[config.mk]
export PLATFORM = sky130hd
export DESIGN_NAME = tet_cell
export DESIGN_NICKNAME = d
export VERILOG_FILES = /design/src/rtl/assert_macros.svh /design/src/rtl/tet_pkg.sv /design/src/rtl/tet_cell.sv
export SDC_FILE = /design/constraint.sdc
export NUM_CORES = 1
export LEC_CHECK = 0
export ABC_AREA = 0
export BUFFER_PORTS_ARGS = -buffer_cell sky130_fd_sc_hd__buf_2
export CAP_MARGIN = 20
export CORE_UTILIZATION = 52
export DETAILED_ROUTE_END_ITERATION = 8
export HOLD_SLACK_MARGIN = 0.15
export MAX_ROUTING_LAYER = met4
export PLACE_DENSITY = 0.85
export SYNTH_ARGS = -nofsm -noshare
export SYNTH_HDL_FRONTEND = slang
export SYNTH_SLANG_ARGS = --single-unit
[constraint.sdc]
create_clock -name clk_i -period 16.9 [get_ports clk_i]
set_input_delay 3.38 -clock clk_i [delete_from_list [all_inputs] [get_ports clk_i]]
set_output_delay 3.38 -clock clk_i [all_outputs]
set_load 0.02 [all_outputs]
[src/rtl/assert_macros.svh]
// Assertion macros shared by the timer event table RTL.
`ifndef ASSERT_MACROS_SVH
`define ASSERT_MACROS_SVH
`ifndef SYNTHESIS
`define ASSERT_IMPL(label, clk, rst_n, prop) \
  label: assert property (@(posedge clk) disable iff (!rst_n) prop) \
    else $error("assertion failed");
`define ASSERT_NEXT(label, clk, rst_n, ante, cons) \
  label: assert property (@(posedge clk) disable iff (!rst_n) (ante) |=> (cons)) \
    else $error("assertion failed");
`else
`define ASSERT_IMPL(label, clk, rst_n, prop)
`define ASSERT_NEXT(label, clk, rst_n, ante, cons)
`endif
`endif

[src/rtl/tet_pkg.sv]
// Package with shared types and codes of the timer event table.
`default_nettype none
package tet_pkg;
  localparam logic [1:0] FuncAdd    = 2'd0;
  localparam logic [1:0] FuncRemove = 2'd1;
  localparam logic [1:0] FuncTick   = 2'd2;
  localparam logic [1:0] FuncClear  = 2'd3;

  localparam logic [1:0] StatusOk       = 2'd0;
  localparam logic [1:0] StatusFull     = 2'd1;
  localparam logic [1:0] StatusNotFound = 2'd2;
  localparam logic [1:0] StatusNullTag  = 2'd3;

  localparam int unsigned StepReset = 100;

  // Control travelling along the row of slot cells.
  typedef struct packed {
    logic       add_hit;
    logic       rem_hit;
    logic       tick_sel;
    logic       clr;
  } cell_ctrl_t;
endpackage
`default_nettype wire

[src/rtl/tet_cell.sv]
// One event slot: holds the used flag, remaining time, tag and argument.
`default_nettype none
module tet_cell #(
  parameter int unsigned TagBits = 16
) (
  input  wire logic                  clk_i,
  input  wire logic                  rst_ni,
  input  wire tet_pkg::cell_ctrl_t   ctrl_i,
  input  wire logic [30:0]           delay_i,
  input  wire logic [TagBits-1:0]    tag_i,
  input  wire logic [63:0]           arg_i,
  input  wire logic [15:0]           step_i,
  output logic                       used_o,
  output logic [TagBits-1:0]         tag_o,
  output logic [63:0]                arg_o,
  output logic                       expire_o
);
  logic        used_q, used_d;
  logic [31:0] rem_q, rem_d;
  logic [TagBits-1:0] tag_q, tag_d;
  logic [63:0] arg_q, arg_d;
  logic [32:0] diff;

  assign diff     = {1'b0, rem_q} - {17'd0, step_i};
  assign expire_o = used_q && (diff[32] || diff[31:0] == 32'd0);

  always_comb begin
    used_d = used_q;
    rem_d  = rem_q;
    tag_d  = tag_q;
    arg_d  = arg_q;
    if (ctrl_i.clr || ctrl_i.rem_hit || (ctrl_i.tick_sel && expire_o)) begin
      used_d = 1'b0;
    end else if (ctrl_i.add_hit) begin
      used_d = 1'b1;
      rem_d  = {1'b0, delay_i};
      tag_d  = tag_i;
      arg_d  = arg_i;
    end else if (ctrl_i.tick_sel && used_q) begin
      rem_d = diff[31:0];
    end
  end

  always_ff @(posedge clk_i or negedge rst_ni) begin
    if (!rst_ni) begin
      used_q <= 1'b0;
    end else begin
      used_q <= used_d;
    end
  end

  always_ff @(posedge clk_i) begin
    rem_q <= rem_d;
    tag_q <= tag_d;
    arg_q <= arg_d;
  end

  assign used_o = used_q;
  assign tag_o  = tag_q;
  assign arg_o  = arg_q;
endmodule
`default_nettype wire

==> results.md <==
Synthesis:
- Sorting the synthesized cells by how often they occur yields 112 x sky130_fd_sc_hd__edfxtp_1, 36 x sky130_fd_sc_hd__nand2_1, 29 x sky130_fd_sc_hd__o21ai_0.
- Counting every net in the synthesized netlist gives 539.
- For this run, the number of Yosys warnings is 0.
- The number of instances in the synthesized netlist is 389.
- After synthesis the cells add up to 5220 µm².
- The most area-hungry cell type in the Yosys netlist is sky130_fd_sc_hd__edfxtp_1.
- The number of flops mapped to enable cells by yosys is 112.
- The number of distinct standard cells referenced by the synthesized netlist is 62.
- Among all cell types in the netlist, the one instantiated most often is sky130_fd_sc_hd__edfxtp_1.
- The fraction of synthesized cell area taken by the top area cell type is 0.644.
- The synthesized area divided by synthesized cell count is 13.4 µm².
- Counting flops and latches in the post-synthesis netlist gives around 110.
- The most used flip-flop cell after synthesis is sky130_fd_sc_hd__edfxtp_1.
- After synthesis, the cell types taking the most area are sky130_fd_sc_hd__edfxtp_1 64%, sky130_fd_sc_hd__ha_1 3.8%, sky130_fd_sc_hd__mux2_2 2.8%, sky130_fd_sc_hd__o21ai_0 2.8%, sky130_fd_sc_hd__nand2_1 2.6%.
- The share of the Yosys chip area taken by registers is 0.649.
- The share of synthesized flip-flops with an asynchronous set or reset is 0.00885.

Route:
- The first detailed-routing pass ran for 4 iterations.
- The violation count after the first detailed-route iteration is roughly 150.
- The number of routed nets with antenna violations is 0.
- In the final routed layout, each cell accounts on average for 18.5 µm.
- Detailed routing inserted a total of approximately 4200 vias.
- The total routed wirelength is around 14000 µm.
- Using the TritonRoute via totals, the vias-per-cell ratio works out to 5.48.
- For this run, design rule violations remaining after detail routing come to 0.

Power and ir drop:
- Cell internal power was estimated by the tool at 0.572 mW.
- Of the total power, combinational logic draws 0.119.
- The share of total power dissipated in the clock network is 0.451.
- The net switching power of the design is 0.195 mW.
- The power consumption is between 0.7 and 0.8 mW.
- The part of the power in registers is 0.430.
- The worst ir drop on vdd is 0.0905 mV.
- The static leakage is 2.93 nW.
- Power spread over the standard cell area amounts to 109 nW/µm².
- Of the total power, the share spent switching nets is 0.254.

Critical path:
- STA classifies the critical path startpoint as a primary input.
- The critical path is of the primary input to primary output type.
- The maximum fanout encountered on the critical timing path is 11.
- The setup slack on the worst flop-to-flop path is 12450 ps.
- The arrival time of the worst setup path is approximately 6600 ps.
- STA classifies the critical path endpoint as a primary output.
- The cell depth of the worst flop-to-flop path is 10.
- The end of the worst register-to-register path is arg_o[17].
- In this run the critical register-to-register path is launched from rem_q[17].
- The most critical setup path has its startpoint at step_i[14].
- The data required time of the critical path is 13520 ps.

Clock tree:
- The hold-fix buffer count after cts is 0.
- CTS saw 113 sinks.
- The post-cts sizing count is 0.
- The number of levels in the clock H-tree is 4.
- The insertion delay of the later-clocked pin in the worst-skew pair is 530 ps.
- TritonCTS built the clock tree.
- The maximum root-to-sink buffer count is 2.
- The number of buffers inserted during clock tree synthesis is 17.
- CTS placed an instance of sky130_fd_sc_hd__clkbuf_8 at the clock tree root.
- After clock tree synthesis, the clock-pin slew on the worst setup and hold paths is 60 ps.
- After clock tree synthesis, the setup repair step added 0 buffers.

Placement:
- The weighted congestion reported at the end of routability-driven placement is 0.922.
- The quantity of I/O buffers inserted on ports is around 210.
- The placed wire-length estimate after detailed placement is 10200 µm.
- Timing analysis after detailed placement gives a worst setup slack of 6890 ps.

Timing:
- The final worst slack is 6950 ps.
- Headroom to the max-slew limit came out at 0.338.
- Of the available clock period, the critical path in the final layout requires 0.589.
- For the final routed database, the setup TNS stands at 0 ps.
- The number of hold violations in the final report is 0.
- Setup repair after global routing left no endpoint under its margin.
- For the pin with the worst max-slew slack, the measured transition is roughly 990 ps.
- The maximum achievable frequency is 101 MHz.
- The number of max-slew violations in the final report is 0.
- The worst clock skew is 10.8 ps.
- For the finished layout, the period the worst path requires is 9950 ps.
- Setup violations remaining at the end of the flow were counted as 0.

Floorplan:
- From left edge to right edge, the die measures ~100 µm.
- The core region area is 9730 µm².
- The number of top-level design ports is 215.
- The number of core rows is 36.
- The initial standard-cell utilization of the core is 0.536.
- The y dimension of the die is roughly 100 µm.
- The die footprint is about 10000 µm².

Min path:
- The number of cells traversed by the worst hold path is 1.
- In this run the most critical hold path is launched from used_o.
- The worst hold path class is flop to flop.
- The path with the worst hold slack has its endpoint at used_o.

Final layout:
- The fraction of final layout cells with drive strength greater than 1 is 0.442.
- The sequential cells in the finished layout cover a total of 3390 µm².
- The area growth from synthesis to layout is 34.4%.
- The layout has 680 filler cells.
- In the final layout, the multi-input gates occupy between 1500 and 2000 µm².
- In the final design database the tool counted roughly 760 nets.

GRT:
- Summed over all layers, the global routing overflow is 0.
- The largest net degree at the start of global routing is 81.
- The first global-routing pass estimated 20200 µm of wire.
- The total global routing track utilization is 0.279.
- The number of global-route vias before repair came to just over 4000.
- The number of antenna violations at the first check in global routing was 1.

Run:
- The max-capacitance violation count is 0.

Status:
- The run finished with clean final reports.
-- routing by layer --
layer  vias up  GRT usage  part of all wire
met2       184      0.493              0.53
li1       1934          -                 -
met5         -          -                 0
met3        40     0.0903             0.081
met1      2004      0.282              0.36
met4         0      0.122             0.026
-- logic make-up (layout without fill, tap and decap cells) --
family                     count (synthesis)  after routing  share of synthesized area
muxes                                     13             13                     0.0281
buffers and inverters                     35            271                     0.0276
xor gates and xnor gates                  25             25                     0.0420
adders and majority gates                 17             17                     0.0422
and+or+nand+nor                          107            107                      0.111
other                                      0              1                          0
DFF                                      113            113                      0.649
AOI/OAI and AO/OA                         79             79                      0.100
-- sequential cells by signal, indices dropped and copies added (netlist names) --
signal and count:
arg_o 64, rem_q 32, tag_o 16, used_o 1
-- worst max-delay path, stage by stage --
cell and delay (ps):
sky130_fd_sc_hd__buf_2 70, sky130_fd_sc_hd__inv_1 30, sky130_fd_sc_hd__ha_1 430, sky130_fd_sc_hd__a21oi_1 230, sky130_fd_sc_hd__o21ai_0 210, sky130_fd_sc_hd__or4_2 660, sky130_fd_sc_hd__o21ai_0 270, sky130_fd_sc_hd__o2111ai_1 180
sky130_fd_sc_hd__nor4b_1 370, sky130_fd_sc_hd__and4b_1 290, sky130_fd_sc_hd__a21o_4 170, sky130_fd_sc_hd__and2_1 120, sky130_fd_sc_hd__buf_2 150
-- worst max-delay path by stage --
stage | to | cells past startpoint
2_1_floorplan | arg_o[0] | 13
3_3_place_gp | expire_o | 13
3_5_place_dp | expire_o | 13
4_1_cts | expire_o | 14
5_1_grt | expire_o | 14
6_report | expire_o | 13
-- cells in the final DEF, fill, tap and decap left out, types with 4 or more instances in the layout --
cell and instances:
sky130_fd_sc_hd__nand2_1 36, sky130_fd_sc_hd__and3_1 4, sky130_fd_sc_hd__ha_1 16, sky130_fd_sc_hd__inv_1 22, sky130_fd_sc_hd__mux2_2 13, sky130_fd_sc_hd__xor2_1 12
sky130_fd_sc_hd__nor2_1 14, sky130_fd_sc_hd__o21ai_0 29, sky130_fd_sc_hd__nor3_1 6, sky130_fd_sc_hd__o2111ai_1 4, sky130_fd_sc_hd__clkbuf_16 16, sky130_fd_sc_hd__a21oi_1 14
sky130_fd_sc_hd__a31oi_1 5, sky130_fd_sc_hd__buf_2 214, sky130_fd_sc_hd__nand4_1 4, sky130_fd_sc_hd__or3_1 4, sky130_fd_sc_hd__xnor2_1 13, sky130_fd_sc_hd__nor4_1 5
sky130_fd_sc_hd__nand3_1 7, sky130_fd_sc_hd__inv_6 5, sky130_fd_sc_hd__edfxtp_1 112
-- power groups by stage --
stage / Sequential, mW / Clock, mW / Combinational [mW]
after floorplan: 0.347 / 0 / 0.0417
after global placement: 0.335 / 0 / 0.0884
after CTS: 0.330 / 0.350 / 0.0911
after global routing: 0.331 / 0.362 / 0.0986
after detailed placement: 0.335 / 0 / 0.0902
final: 0.330 / 0.346 / 0.0914
-- through the flow --
step                instances  instance area (µm²)  hold WS [ps]  utilization
CTS                       758                 7010           608        0.721
detailed placement        726                 6440           601        0.662
global route              759                 7010           628        0.721
global placement          726                 6440           579        0.662
floorplan                 389                 5220           629            -
finish                    759                 7010           605        0.721
-- final cells by class --
class	instances	share of cell area
tap	133	0.0237
inverter	23	0.0123
clock buffer	18	0.0596
sequential	113	0.483
antenna	1	0.000357
timing repair buffer	216	0.155
clock inverter	14	0.0219
multi-input combinational	241	0.244
No activity file was read; power rests on OpenSTA's default activity.
